<file path="src/design/cpr_pkg.sv">
// ----------------------------------------------------------------------------
// cpr_pkg
// Shared constants, codes and controller/datapath interface types for the
// channel persistence ranker.
// ----------------------------------------------------------------------------
`default_nettype none

package cpr_pkg;

    // Table and report sizes.
    localparam int unsigned MAX_CHANNELS = 64;
    localparam int unsigned MAX_REPORT   = 8;
    localparam int unsigned ADDR_W       = 6;
    localparam int unsigned CNT_W        = 7;
    localparam int unsigned LANE_W       = $clog2(MAX_REPORT);
    localparam int unsigned FOUND_W      = 4;

    // Item kinds carried in the slave-side tuser.
    typedef enum logic [1:0] {
        KIND_SAMPLE = 2'd0,
        KIND_REPORT = 2'd1,
        KIND_CLEAR  = 2'd2,
        KIND_SPARE  = 2'd3
    } t_kind;

    // Configuration register indexes.
    localparam logic [1:0] CFG_CHANNEL_COUNT = 2'd0;
    localparam logic [1:0] CFG_THRESHOLD     = 2'd1;
    localparam logic [1:0] CFG_PERSIST       = 2'd2;
    localparam logic [1:0] CFG_REPORT_LIMIT  = 2'd3;

    // Configuration reset values.
    localparam logic [6:0]        RST_CHANNEL_COUNT = 7'd64;
    localparam logic signed [7:0] RST_THRESHOLD     = -8'sd70;
    localparam logic [7:0]        RST_PERSIST       = 8'd3;
    localparam logic [3:0]        RST_REPORT_LIMIT  = 4'd8;

    // Table constants.
    localparam logic signed [7:0] LEVEL_RESET = -8'sd120;
    localparam logic signed [7:0] LEVEL_FLOOR = -8'sd128;
    localparam logic [7:0]        STREAK_MAX  = 8'hFF;
    localparam logic [15:0]       PASS_MAX    = 16'hFFFF;

    // Commands from the controller to the datapath.
    typedef struct packed {
        logic sample_start;
        logic sample_wr;
        logic clear;
        logic scan_start;
        logic scan_step;
        logic emit_load;
    } t_cmd;

    // Status from the datapath to the controller.
    typedef struct packed {
        logic ch_in_range;
        logic scan_done;
        logic out_free;
        logic emit_last;
    } t_stat;

endpackage

`default_nettype wire

</file>
<file path="src/design/cpr_ctrl.sv">
// ----------------------------------------------------------------------------
// cpr_ctrl
// Controller state machine: decodes item kinds and sequences sample updates,
// report scans and result emission.
// ----------------------------------------------------------------------------
`default_nettype none

module cpr_ctrl (
    input  wire logic           i_clk,
    input  wire logic           i_rst_n,
    input  wire logic           i_s_tvalid,
    input  wire logic [1:0]     i_kind,
    input  wire cpr_pkg::t_stat i_stat,
    output logic                o_s_tready,
    output cpr_pkg::t_cmd       o_cmd
);

    typedef enum logic [3:0] {
        S_IDLE   = 4'b0001,
        S_SAMPLE = 4'b0010,
        S_SCAN   = 4'b0100,
        S_EMIT   = 4'b1000
    } t_state;

    t_state r_state;
    t_state n_state;
    logic   accept;

    assign o_s_tready = (r_state == S_IDLE);
    assign accept     = i_s_tvalid && o_s_tready;

    always_comb begin
        n_state = r_state;
        o_cmd   = '0;
        unique case (r_state)
            S_IDLE: begin
                if (accept) begin
                    unique case (cpr_pkg::t_kind'(i_kind))
                        cpr_pkg::KIND_SAMPLE: begin
                            if (i_stat.ch_in_range) begin
                                o_cmd.sample_start = 1'b1;
                                n_state            = S_SAMPLE;
                            end
                        end
                        cpr_pkg::KIND_REPORT: begin
                            o_cmd.scan_start = 1'b1;
                            n_state          = S_SCAN;
                        end
                        cpr_pkg::KIND_CLEAR: begin
                            o_cmd.clear = 1'b1;
                        end
                        default: begin
                        end
                    endcase
                end
            end
            S_SAMPLE: begin
                o_cmd.sample_wr = 1'b1;
                n_state         = S_IDLE;
            end
            S_SCAN: begin
                if (i_stat.scan_done) begin
                    n_state = S_EMIT;
                end else begin
                    o_cmd.scan_step = 1'b1;
                end
            end
            S_EMIT: begin
                if (i_stat.out_free) begin
                    o_cmd.emit_load = 1'b1;
                    if (i_stat.emit_last) begin
                        n_state = S_IDLE;
                    end
                end
            end
            default: begin
                n_state = S_IDLE;
            end
        endcase
    end

    always_ff @(posedge i_clk) begin
        if (!i_rst_n) begin
            r_state <= S_IDLE;
        end else begin
            r_state <= n_state;
        end
    end

endmodule

`default_nettype wire

</file>
<file path="src/design/cpr_dpath.sv">
// ----------------------------------------------------------------------------
// cpr_dpath
// Datapath: configuration registers, channel table memory with valid flags,
// pass counter, sorted report lanes and the output register.
// ----------------------------------------------------------------------------
`default_nettype none

module cpr_dpath (
    input  wire logic                          i_clk,
    input  wire logic                          i_rst_n,
    input  wire logic                          i_cfg_we,
    input  wire logic [1:0]                    i_cfg_addr,
    input  wire logic [7:0]                    i_cfg_wdata,
    input  wire logic [cpr_pkg::ADDR_W-1:0]    i_in_ch,
    input  wire logic signed [8:0]             i_in_rssi,
    input  wire cpr_pkg::t_cmd                 i_cmd,
    output cpr_pkg::t_stat                     o_stat,
    input  wire logic                          i_m_tready,
    output logic                               o_m_tvalid,
    output logic [47:0]                        o_m_tdata,
    output logic [0:0]                         o_m_tuser,
    output logic                               o_m_tlast
);

    // Configuration.
    logic [6:0]        r_chan_cnt;
    logic signed [7:0] r_thr;
    logic [7:0]        r_persist;
    logic [3:0]        r_rep_lim;
    logic [cpr_pkg::CNT_W-1:0]   n_act;
    logic [cpr_pkg::FOUND_W-1:0] lim;

    // Table storage: word is {streak, level}.
    logic [15:0]                       r_mem [cpr_pkg::MAX_CHANNELS];
    logic [cpr_pkg::MAX_CHANNELS-1:0]  r_valid;
    logic [15:0]                       r_rd_word;
    logic                              r_rd_init;
    logic [cpr_pkg::ADDR_W-1:0]        rd_addr;

    // Sample update.
    logic [cpr_pkg::ADDR_W-1:0] r_smp_ch;
    logic signed [8:0]          r_smp_rssi;
    logic signed [8:0]          thr_ext;
    logic [7:0]                 old_stk;
    logic [7:0]                 n_stk;
    logic signed [7:0]          n_lvl;
    logic [15:0]                r_pass;

    // Scan.
    logic [cpr_pkg::CNT_W-1:0]   r_idx;
    logic                        r_eval_v;
    logic [cpr_pkg::ADDR_W-1:0]  r_eval_ch;
    logic [cpr_pkg::FOUND_W-1:0] r_found;
    logic [cpr_pkg::LANE_W-1:0]  r_emit;
    logic signed [7:0]           ev_lvl;
    logic [7:0]                  ev_stk;
    logic                        hit;

    // Report lanes, kept sorted by descending level.
    logic [cpr_pkg::ADDR_W-1:0] r_lst_ch  [cpr_pkg::MAX_REPORT];
    logic signed [7:0]          r_lst_lvl [cpr_pkg::MAX_REPORT];
    logic [7:0]                 r_lst_stk [cpr_pkg::MAX_REPORT];
    logic [cpr_pkg::ADDR_W-1:0] n_lst_ch  [cpr_pkg::MAX_REPORT];
    logic signed [7:0]          n_lst_lvl [cpr_pkg::MAX_REPORT];
    logic [7:0]                 n_lst_stk [cpr_pkg::MAX_REPORT];
    logic [cpr_pkg::MAX_REPORT-1:0] ge;
    logic [cpr_pkg::MAX_REPORT-1:0] ge_prev;

    // Output register.
    logic                        r_out_valid;
    logic                        r_out_ent;
    logic [cpr_pkg::ADDR_W-1:0]  r_out_ch;
    logic [7:0]                  r_out_lvl;
    logic [7:0]                  r_out_stk;
    logic [cpr_pkg::FOUND_W-1:0] r_out_found;
    logic [15:0]                 r_out_pass;
    logic                        r_out_last;
    logic                        emit_last;

    assign n_act = (r_chan_cnt > cpr_pkg::CNT_W'(cpr_pkg::MAX_CHANNELS))
                 ? cpr_pkg::CNT_W'(cpr_pkg::MAX_CHANNELS) : r_chan_cnt;
    assign lim   = (r_rep_lim > cpr_pkg::FOUND_W'(cpr_pkg::MAX_REPORT))
                 ? cpr_pkg::FOUND_W'(cpr_pkg::MAX_REPORT) : r_rep_lim;

    always_ff @(posedge i_clk) begin
        if (!i_rst_n) begin
            r_chan_cnt <= cpr_pkg::RST_CHANNEL_COUNT;
            r_thr      <= cpr_pkg::RST_THRESHOLD;
            r_persist  <= cpr_pkg::RST_PERSIST;
            r_rep_lim  <= cpr_pkg::RST_REPORT_LIMIT;
        end else if (i_cfg_we) begin
            unique case (i_cfg_addr)
                cpr_pkg::CFG_CHANNEL_COUNT: r_chan_cnt <= i_cfg_wdata[6:0];
                cpr_pkg::CFG_THRESHOLD:     r_thr      <= $signed(i_cfg_wdata);
                cpr_pkg::CFG_PERSIST:       r_persist  <= i_cfg_wdata;
                cpr_pkg::CFG_REPORT_LIMIT:  r_rep_lim  <= i_cfg_wdata[3:0];
                default: begin
                end
            endcase
        end
    end

    // Memory read port serves the sample lookup and the scan.
    assign rd_addr = i_cmd.scan_step ? r_idx[cpr_pkg::ADDR_W-1:0] : i_in_ch;

    assign thr_ext = {r_thr[7], r_thr};
    assign old_stk = r_rd_init ? r_rd_word[15:8] : 8'd0;
    assign n_lvl   = (r_smp_rssi < -9'sd128) ? cpr_pkg::LEVEL_FLOOR : r_smp_rssi[7:0];

    always_comb begin
        if (r_smp_rssi > thr_ext) begin
            n_stk = (old_stk == cpr_pkg::STREAK_MAX) ? old_stk : old_stk + 8'd1;
        end else begin
            n_stk = 8'd0;
        end
    end

    always_ff @(posedge i_clk) begin
        if (i_cmd.sample_wr) begin
            r_mem[r_smp_ch] <= {n_stk, n_lvl};
        end
        r_rd_word <= r_mem[rd_addr];
        r_rd_init <= r_valid[rd_addr];
        if (i_cmd.sample_start) begin
            r_smp_ch   <= i_in_ch;
            r_smp_rssi <= i_in_rssi;
        end
        r_eval_ch <= r_idx[cpr_pkg::ADDR_W-1:0];
    end

    always_ff @(posedge i_clk) begin
        if (!i_rst_n) begin
            r_valid <= '0;
            r_pass  <= '0;
        end else if (i_cmd.clear) begin
            r_valid <= '0;
            r_pass  <= '0;
        end else if (i_cmd.sample_wr) begin
            r_valid[r_smp_ch] <= 1'b1;
            if (({1'b0, r_smp_ch} == n_act - 7'd1) && (r_pass != cpr_pkg::PASS_MAX)) begin
                r_pass <= r_pass + 16'd1;
            end
        end
    end

    // Scan evaluation of the entry read in the previous cycle.
    assign ev_lvl = r_rd_init ? $signed(r_rd_word[7:0]) : cpr_pkg::LEVEL_RESET;
    assign ev_stk = r_rd_init ? r_rd_word[15:8] : 8'd0;
    assign hit    = r_eval_v && (r_found < lim) && (ev_stk >= r_persist);

    // A new entry arrives in ascending index order, so it goes after every
    // held entry whose level is not below its own.
    always_comb begin
        for (int k = 0; k < cpr_pkg::MAX_REPORT; k++) begin
            ge[k] = (cpr_pkg::FOUND_W'(k) < r_found) && (r_lst_lvl[k] >= ev_lvl);
        end
        ge_prev = {ge[cpr_pkg::MAX_REPORT-2:0], 1'b1};
        n_lst_ch[0]  = r_lst_ch[0];
        n_lst_lvl[0] = r_lst_lvl[0];
        n_lst_stk[0] = r_lst_stk[0];
        for (int k = 0; k < cpr_pkg::MAX_REPORT; k++) begin
            if (ge[k]) begin
                n_lst_ch[k]  = r_lst_ch[k];
                n_lst_lvl[k] = r_lst_lvl[k];
                n_lst_stk[k] = r_lst_stk[k];
            end else if (ge_prev[k]) begin
                n_lst_ch[k]  = r_eval_ch;
                n_lst_lvl[k] = ev_lvl;
                n_lst_stk[k] = ev_stk;
            end else begin
                n_lst_ch[k]  = r_lst_ch[(k + cpr_pkg::MAX_REPORT - 1) % cpr_pkg::MAX_REPORT];
                n_lst_lvl[k] = r_lst_lvl[(k + cpr_pkg::MAX_REPORT - 1) % cpr_pkg::MAX_REPORT];
                n_lst_stk[k] = r_lst_stk[(k + cpr_pkg::MAX_REPORT - 1) % cpr_pkg::MAX_REPORT];
            end
        end
    end

    always_ff @(posedge i_clk) begin
        if (hit) begin
            for (int k = 0; k < cpr_pkg::MAX_REPORT; k++) begin
                r_lst_ch[k]  <= n_lst_ch[k];
                r_lst_lvl[k] <= n_lst_lvl[k];
                r_lst_stk[k] <= n_lst_stk[k];
            end
        end
    end

    always_ff @(posedge i_clk) begin
        if (!i_rst_n) begin
            r_idx    <= '0;
            r_eval_v <= 1'b0;
            r_found  <= '0;
            r_emit   <= '0;
        end else if (i_cmd.scan_start) begin
            r_idx    <= '0;
            r_eval_v <= 1'b0;
            r_found  <= '0;
            r_emit   <= '0;
        end else begin
            r_eval_v <= i_cmd.scan_step && (r_idx < n_act);
            if (i_cmd.scan_step && (r_idx < n_act)) begin
                r_idx <= r_idx + 7'd1;
            end
            if (hit) begin
                r_found <= r_found + 4'd1;
            end
            if (i_cmd.emit_load && !emit_last) begin
                r_emit <= r_emit + 3'd1;
            end
        end
    end

    assign emit_last = (r_found == '0) || ({1'b0, r_emit} == r_found - 4'd1);

    always_ff @(posedge i_clk) begin
        if (i_cmd.emit_load) begin
            r_out_pass  <= r_pass;
            r_out_found <= r_found;
            r_out_last  <= emit_last;
            if (r_found == '0) begin
                r_out_ent <= 1'b0;
                r_out_ch  <= '0;
                r_out_lvl <= '0;
                r_out_stk <= '0;
            end else begin
                r_out_ent <= 1'b1;
                r_out_ch  <= r_lst_ch[r_emit];
                r_out_lvl <= r_lst_lvl[r_emit];
                r_out_stk <= r_lst_stk[r_emit];
            end
        end
    end

    always_ff @(posedge i_clk) begin
        if (!i_rst_n) begin
            r_out_valid <= 1'b0;
        end else if (i_cmd.emit_load) begin
            r_out_valid <= 1'b1;
        end else if (i_m_tready) begin
            r_out_valid <= 1'b0;
        end
    end

    assign o_stat.ch_in_range = ({1'b0, i_in_ch} < n_act);
    assign o_stat.scan_done   = (r_found >= lim) || (!r_eval_v && (r_idx >= n_act));
    assign o_stat.out_free    = !r_out_valid || i_m_tready;
    assign o_stat.emit_last   = emit_last;

    assign o_m_tvalid = r_out_valid;
    assign o_m_tdata  = {6'd0, r_out_pass, r_out_found, r_out_stk, r_out_lvl, r_out_ch};
    assign o_m_tuser  = r_out_ent;
    assign o_m_tlast  = r_out_last;

endmodule

`default_nettype wire

</file>
<file path="src/design/channel_persistence_ranker.sv">
// ----------------------------------------------------------------------------
// channel_persistence_ranker
// Tracks per-channel levels and above-threshold streaks, and reports the
// persistent channels sorted by descending level.
// ----------------------------------------------------------------------------
//
//  Channel   Direction  Carries
//  s_*       in         one item: sample, report request or clear all
//  m_*       out        one result item of a report
//  cfg_*     in         register write, no read-back
//
// A sample reads its table entry when the item is accepted and writes it back
// in the following cycle. A clear empties the table at once through per-entry
// valid flags. A report starts the scan, then walks the channels in use
// (channel_count capped at 64) through the table's single read port, stopping
// early once report_limit channels have been found, then emits one result
// item per cycle while the output is not stalled. The next item is accepted
// once the last result has been loaded into the output register, even if it
// is still waiting to be taken. Reset is synchronous and active low; no
// clearing pass follows.
//
// The table memory holds the level and the streak of each channel; an entry
// never written since reset or a clear reads as level -120 and streak zero.
// During a report the persistent channels found so far are kept in eight
// lanes in descending level order; each newly found channel is inserted behind
// every lane of equal or higher level, which keeps ties in index order.
// ----------------------------------------------------------------------------
`default_nettype none

module channel_persistence_ranker (
    input  wire logic        i_clk,
    input  wire logic        i_rst_n,
    // Configuration write port.
    input  wire logic        i_cfg_we,
    input  wire logic [1:0]  i_cfg_addr,
    input  wire logic [7:0]  i_cfg_wdata,
    // Input items.
    input  wire logic        s_tvalid,
    output logic             s_tready,
    input  wire logic [15:0] s_tdata,   // channel [5:0], rssi_dbm [14:6], zero [15]
    input  wire logic [1:0]  s_tuser,   // kind [1:0]
    // Result items.
    output logic             m_tvalid,
    input  wire logic        m_tready,
    output logic [47:0]      m_tdata,   // channel_res [5:0], level_dbm [13:6],
                                        // streak [21:14], found_count [25:22],
                                        // passes [41:26], zero [47:42]
    output logic [0:0]       m_tuser,   // entry_valid [0]
    output logic             m_tlast
);

    cpr_pkg::t_cmd  cmd;
    cpr_pkg::t_stat stat;

    cpr_ctrl u_ctrl (
        .i_clk      (i_clk),
        .i_rst_n    (i_rst_n),
        .i_s_tvalid (s_tvalid),
        .i_kind     (s_tuser),
        .i_stat     (stat),
        .o_s_tready (s_tready),
        .o_cmd      (cmd)
    );

    cpr_dpath u_dpath (
        .i_clk       (i_clk),
        .i_rst_n     (i_rst_n),
        .i_cfg_we    (i_cfg_we),
        .i_cfg_addr  (i_cfg_addr),
        .i_cfg_wdata (i_cfg_wdata),
        .i_in_ch     (s_tdata[5:0]),
        .i_in_rssi   ($signed(s_tdata[14:6])),
        .i_cmd       (cmd),
        .o_stat      (stat),
        .i_m_tready  (m_tready),
        .o_m_tvalid  (m_tvalid),
        .o_m_tdata   (m_tdata),
        .o_m_tuser   (m_tuser),
        .o_m_tlast   (m_tlast)
    );

endmodule

`default_nettype wire
</file>
<file path="config.mk">
export PLATFORM = sky130hd
export DESIGN_NAME = channel_persistence_ranker
export DESIGN_NICKNAME = d
export VERILOG_FILES = /design/src/design/cpr_pkg.sv /design/src/design/cpr_ctrl.sv /design/src/design/cpr_dpath.sv /design/src/design/channel_persistence_ranker.sv
export SDC_FILE = /design/constraint.sdc
export NUM_CORES = 2
export LEC_CHECK = 0
export BUFFER_PORTS_ARGS = -buffer_cell sky130_fd_sc_hd__buf_2
export CORE_AREA = 2 2 308 310
export DETAILED_ROUTE_END_ITERATION = 10
export DIE_AREA = 0 0 310 312
export PLACE_DENSITY = 0.8
export SLEW_MARGIN = 20
export SYNTH_ARGS = -nofsm -noshare
export SYNTH_HDL_FRONTEND = slang
export SYNTH_HIERARCHICAL = 1
export SYNTH_SLANG_ARGS = --single-unit
</file>
<file path="constraint.sdc">
create_clock -name i_clk -period 5.5 [get_ports i_clk]
set_input_delay 0.825 -clock i_clk [delete_from_list [all_inputs] [get_ports i_clk]]
set_output_delay 0.825 -clock i_clk [all_outputs]
set_load 0.005 [all_outputs]
</file>
# Word-level counts from Yosys, hierarchy flattened
# Memory sizes are Yosys's and may differ from the RTL's. A register that Yosys moved wholly into a read port is not among the register bits.
# Cells that the tools add are included.
# Widths: inputs -> output; s select.
[word_totals] out_inout_bits=52 wordCells=201 regBits=171 n_memories=4 ramBits=1200
[mem_list] memory="u_dpath.r_mem" words=64 word_bits=16 read_ports=1 rd_ports_with_merged_regs=1 wr=1 line="cpr_dpath.sv:34" source="logic [15:0] r_mem [cpr_pkg::MAX_CHANNELS];"
[mem_list] memory="u_dpath.r_lst_lvl" words=8 word_bits=8 read_ports=9 rd_ports_with_merged_regs=1 wr=8 line="cpr_dpath.sv:61" source="logic signed [7:0] r_lst_lvl [cpr_pkg::MAX_REPORT];"
[mem_list] memory="u_dpath.r_lst_stk" words=8 word_bits=8 read_ports=8 rd_ports_with_merged_regs=1 wr=8 line="cpr_dpath.sv:62" source="logic [7:0] r_lst_stk [cpr_pkg::MAX_REPORT];"
[mem_list] memory="u_dpath.r_lst_ch" words=8 word_bits=6 read_ports=8 rd_ports_with_merged_regs=1 wr=8 line="cpr_dpath.sv:60" source="logic [cpr_pkg::ADDR_W-1:0] r_lst_ch [cpr_pkg::MAX_REPORT];"
[op_classes] bitwise=2 eq_ne=20 n_reduce_logical=35 n_mux=84 add_sub_neg=7 order_cmp=29
[op_table] op="$mux 8" count=35
[op_table] op="$mux 6" count=16
[op_table] op="$ge 8x8->1" count=9
[op_table] op="$or 64x64->64" count=1
[op_table] op="$mux 4" count=6
[op_table] op="$mux 1" count=20
[op_table] op="$add 16x1->16 const B" count=1
[op_table] op="$logic_and 1x1->1" count=16
[op_table] op="$lt 3x4->1 const A" count=4
[op_table] op="$ne 16x16->1 const B" count=1
[op_table] op="$lt 6x7->1 const B" count=2
[op_table] op="$pmux 4 s3" count=1
[op_table] op="$reduce_and 2->1" count=6
[op_table] op="$gt 9x8->1" count=1
[op_table] op="$lt 9x8->1 const B" count=1
[op_table] op="$add 8x1->8 const B" count=1
[op_table] op="$eq 8x8->1 const B" count=1
[op_table] op="$lt 1x4->1 const A" count=2
[op_table] op="$lt 2x4->1 const A" count=2
[op_table] op="$pmux 4 s2" count=1
[op_table] op="$add 7x1->7 const B" count=1
[op_table] op="$eq 6x7->1" count=1
[op_table] op="$ge 7x7->1" count=1
[op_table] op="$gt 7x7->1 const B" count=1
[op_table] op="33 further kinds" count=46

# Longest topological paths before layout
[logic_depth] ltp_word=10 depth_mapped=21 ltp_nobuf=17

# Cells and area by module
# Netlist, hierarchy kept.
[by_module_without_submodules] mod="cpr_dpath" cells_each=3618 area_per_inst_um2=58020.6 instances=1
[by_module_without_submodules] mod="cpr_ctrl" cells_each=25 area_per_inst_um2=256.5 instances=1

# Worst setup path before layout
# No wires, ideal clock.
[synth_timing] kind="flip-flop to flip-flop" startpoint="reg u_dpath.r_rd_init" endpoint="mem u_dpath/r_lst_ch[3][0] (netlist name) (enable)" arrival_ns=3.602 setup_time_ns=0.403 path_stages_with_launch=12 path_slack_ns=1.495 path_buffers=2 required_time_ns=5.097 path_cell_list="dfxtp_1 -> and2_1 -> clkbuf_1 -> ha_1 -> nand2b_1 -> a21o_1 -> a21o_1 -> a21oi_1 -> nor2b_1 -> o31ai_1 -> buf_2 -> nor2b_1"
[synth_lines] element="from (decl)" line="cpr_dpath.sv:37" source="logic r_rd_init;"
[synth_lines] element="from (signal assigned)" line="cpr_dpath.sv:123" source="r_rd_init <= r_valid[rd_addr];"
[synth_lines] element="to (decl)" line="cpr_dpath.sv:60"

==> flow_metrics.tcl <==
set metrics [dict create \
    timing.critical_path.slowest_cell_delay_ns 0.64 \
    start_kind "flop" \
    root_buffer "sky130_fd_sc_hd__clkbuf_16" \
    worst_reg2reg_startpoint "u_dpath/r_chan_cnt[6]" \
    rsz0062_at_grt "false" \
    path_cells "inv_1, nand2_1, ha_1, a21o_1, a21oi_1, a21oi_1, nor2b_1, o221ai_1, nor2b_2, mux2_8, buf_4, mux4_2, a22oi_1, nand2_1, nor2_1, nand4_1" \
    critical_path_arrival_ns 5.71 \
    ir_drop_uv 259 \
    synth.yosys.warnings 6 \
    via_count 35200 \
    first_iter_violations 5475 \
    timing.hold.worst.class "primary input to flop" \
    globalRouteTotalUtil 0.317 \
    synth_async_sr_flop_share 0 \
    timing_max_transition_violations_final 0 \
    drtAntennaViolNets 0 \
    core_mm2 0.0930 \
    cts_tree "yes" \
    gp_congestion 0.883 \
    crit_path_max_fanout 54 \
    cts-resized-gates 0 \
    tritoncts_num_sinks 1409 \
    postPlaceCellArea_mm2 0.0611 \
    worstRegToRegCells 16 \
    post_synth_instance_area_mm2 0.0583 \
    num-nets-final 3977 \
    timing.hold.worst.start "s_tdata[9]" \
    first_global_vias 35100 \
    avgSynthCellArea_um2 16.0 \
    clock_tree.htree_level_count 4 \
    cts_made_buffers 139 \
    finalPower_w 0.0221 \
    count_of_flip_flops_with_a_built_in_enable_after_synthesis 1259 \
    cellLeakagePower_nw 22.2 \
    drive_above_1_share 0.230 \
    number_of_antenna_violations_at_the_first_check_in_global_routing 7 \
    drc 0 \
    detail_route.vias_per_cell 6.76 \
    worst-path-stages 16 \
    worstMarginPinSlew_ns 1.21 \
    post_cts_hold_buffer_count 0 \
    required_time_worst_endpoint_ns 6.11 \
    post-route-util 0.705 \
    skew_ns 0.0241 \
    chipWidth_um 310 \
    status "completed" \
    critical_path.top_delay_family "simple AND/OR/NAND/NOR gates" \
    maximum_number_of_pins_on_one_net_before_global_route_repair 93 \
    post_synth_num_cell_types 75 \
    synthesis.instances 3643 \
    whs_path_depth 1 \
    gr-total-overflow 0 \
    setup.worst_path.start "u_dpath/r_chan_cnt[6]" \
    final_area_mm2 0.0656 \
    initial_utilization 0.626 \
    timing_hold_violations_final 0 \
    syn2layout_area_growth_pct 12.6 \
    n_fill_cell 5520 \
    route.detailed.wl_per_inst_um 29.4 \
    totalNegativeSetupSlack_ns 0 \
    setup_violations 0 \
    sequential_cell_area_mm2 0.0408 \
    multi_input_area_mm2 0.0167 \
    critical_path.n_buffers_inverters 2 \
    number_of_ports_placed_on_the_die_boundary 85 \
    max-slew-margin-rel 0.193 \
    die-area_mm2 0.0967 \
    critPathSlowestCell "sky130_fd_sc_hd__mux2_8" \
    min_period_over_period 0.927 \
    synth.ff_latch_count 1409 \
    pwr_density_cell_mw_per_mm2 337 \
    insertion_delay_ns 0.77 \
    placementRows 112 \
    drt_wl_total_um 153000 \
    criticalPathCategory "flop to flop" \
    floorplan.die.height_um 312 \
    global_route_wire_length_before_repair_um 223000 \
    maxCapViolCount 0 \
    finalWorstPathRequiredPeriod_ns 5.10 \
    seq_area_frac_synth 0.700 \
    synth_ff_type "sky130_fd_sc_hd__edfxtp_1" \
    place.port_buffers 77 \
    ctsLongestPathBuffers 3 \
    fmax_ghz 0.196 \
    detailed_placement_wirelength_estimate_um 86900 \
    endpoint_kind "flop" \
    drt_first_pass_iters 9 \
    postCtsSetupRepairBufs 0 \
    clk_pin_slew_worst_setup_hold_paths_ns 0.06 \
]
[power by group]
group	switching (W)	internal, W	total (W)	leakage [nW]
registers	0.0000592	0.0116	0.0117	12.6
clock network	0.00407	0.00533	0.00940	2.19
logic	0.000671	0.000344	0.00101	7.36
total	0.00480	0.0173	0.0221	22.2
[area by class of cell]
cell class / instances / area share
antenna: 2 / 0.0000763
multi-input combinational: 1992 / 0.255
sequential: 1409 / 0.622
clock buffer: 183 / 0.0573
timing repair buffer: 239 / 0.0273
tap: 1254 / 0.0239
inverter: 58 / 0.00332
clock inverter: 72 / 0.0110
[per-layer routing]
layer | share of wire | track usage | vias to the layer above
met5 | 0.0011 | 0 | -
met4 | 0.057 | 0.158 | 12
met3 | 0.12 | 0.0819 | 513
met2 | 0.47 | 0.489 | 2622
met1 | 0.35 | 0.424 | 17600
li1 | - | - | 14500
[worst paths after layout]
check	slack, ns	to
worst max-delay path	0.40	u_dpath/r_rd_word[10]
worst min-delay path	0.24	u_dpath/r_smp_rssi[3]
worst max register to register	0.40	u_dpath/r_rd_word[10]
worst min register to register	0.46	u_dpath/r_eval_ch[4]
[worst register-to-register path, stage by stage, from the launching register on]
cell and delay, ns:
sky130_fd_sc_hd__dfxtp_1 0.34, sky130_fd_sc_hd__inv_1 0.30, sky130_fd_sc_hd__nand2_1 0.17, sky130_fd_sc_hd__ha_1 0.32, sky130_fd_sc_hd__a21o_1 0.16, sky130_fd_sc_hd__a21oi_1 0.18, sky130_fd_sc_hd__a21oi_1 0.10, sky130_fd_sc_hd__nor2b_1 0.19
sky130_fd_sc_hd__o221ai_1 0.18, sky130_fd_sc_hd__nor2b_2 0.29, sky130_fd_sc_hd__mux2_8 0.64, sky130_fd_sc_hd__buf_4 0.41, sky130_fd_sc_hd__mux4_2 0.53, sky130_fd_sc_hd__a22oi_1 0.21, sky130_fd_sc_hd__nand2_1 0.21, sky130_fd_sc_hd__nor2_1 0.54
sky130_fd_sc_hd__nand4_1 0.18
[sequential cells by signal, indices dropped and copies added, names as in the netlist, 8 cells and up]
register and count:
u_dpath/r_lst_ch 48, u_dpath/r_lst_lvl 64, u_dpath/r_lst_stk 64, u_dpath/r_mem 1024, u_dpath/r_out_lvl 8, u_dpath/r_out_pass 16
u_dpath/r_out_stk 8, u_dpath/r_pass 16, u_dpath/r_persist 8, u_dpath/r_rd_word 16, u_dpath/r_smp_rssi 9, u_dpath/r_thr 8
u_dpath/r_valid 64
[cell usage in the layout (no fill, tap or decap), types with 10 or more instances in the layout]
cell,synthesis,final
sky130_fd_sc_hd__edfxtp_1,1259,1259
sky130_fd_sc_hd__nand2_1,422,422
sky130_fd_sc_hd__nor2_1,310,290
sky130_fd_sc_hd__mux4_2,243,243
sky130_fd_sc_hd__mux2_2,158,157
sky130_fd_sc_hd__buf_4,13,148
sky130_fd_sc_hd__dfxtp_1,150,148
sky130_fd_sc_hd__clkbuf_16,0,142
sky130_fd_sc_hd__nand3_1,129,129
sky130_fd_sc_hd__ha_1,105,105
sky130_fd_sc_hd__buf_2,72,77
sky130_fd_sc_hd__a22oi_1,68,68
sky130_fd_sc_hd__o21ai_0,60,60
sky130_fd_sc_hd__inv_1,57,57
sky130_fd_sc_hd__mux2i_1,47,45
sky130_fd_sc_hd__a21oi_1,47,43
sky130_fd_sc_hd__and3_1,37,37
sky130_fd_sc_hd__clkbuf_1,85,36
sky130_fd_sc_hd__nor2b_1,44,36
sky130_fd_sc_hd__a31oi_1,36,35
sky130_fd_sc_hd__nand4_1,26,26
sky130_fd_sc_hd__clkinv_2,0,24
sky130_fd_sc_hd__nand2b_1,25,24
sky130_fd_sc_hd__clkinv_1,1,23
sky130_fd_sc_hd__a221oi_1,17,17
sky130_fd_sc_hd__a22o_1,16,16
sky130_fd_sc_hd__a21o_1,15,15
sky130_fd_sc_hd__xor2_1,13,13
sky130_fd_sc_hd__xnor2_1,12,12
sky130_fd_sc_hd__nor2_2,0,12
sky130_fd_sc_hd__buf_12,0,12
sky130_fd_sc_hd__and2_1,19,11
sky130_fd_sc_hd__o211ai_1,11,11
sky130_fd_sc_hd__nor3_1,12,11
sky130_fd_sc_hd__bufinv_16,0,10
sky130_fd_sc_hd__nand3b_1,10,10
[stage by stage]
stage | instances | worst slack (ns) | hold WS, ns
global placement | 4949 | 0.648 | 0.431
floorplan | 3648 | 1.49 | 0.354
finish | 5209 | 0.401 | 0.239
global route | 5207 | 0.0452 | 0.216
detailed placement | 4949 | 0.566 | 0.435
CTS | 5204 | 0.507 | 0.211
[cell usage after synthesis (all sizes together) (19+ instances only)]
| master | instances | area [um^2] |
|---|---|---|
| a21oi | 47 | 235 |
| a22oi | 68 | 510 |
| a31oi | 36 | 225 |
| and2 | 19 | 119 |
| and3 | 37 | 231 |
| buf | 104 | 537 |
| clkbuf | 85 | 319 |
| dfxtp | 150 | 3000 |
| edfxtp | 1259 | 37800 |
| ha | 105 | 1310 |
| inv | 57 | 214 |
| mux2 | 159 | 1790 |
| mux2i | 47 | 470 |
| mux4 | 243 | 5470 |
| nand2 | 422 | 1580 |
| nand2b | 25 | 156 |
| nand3 | 129 | 646 |
| nand4 | 26 | 163 |
| nor2 | 310 | 1160 |
| nor2b | 44 | 275 |
| o21ai | 61 | 305 |
[logic make-up (layout without fill, tap and decap cells)]
group,after synthesis,count (layout),share of synthesized area
AOI/OAI and AO/OA,333,333,0.0394
buffers and inverters,247,552,0.0184
DFF,1409,1409,0.700
xor gates and xnor gates,26,26,0.00414
muxes,449,449,0.133
and+or+nand+nor,1073,1073,0.0824
other,1,8,0.0000643
adders and majority gates,105,105,0.0225
Note: power is estimated with default switching activity, not from simulation.
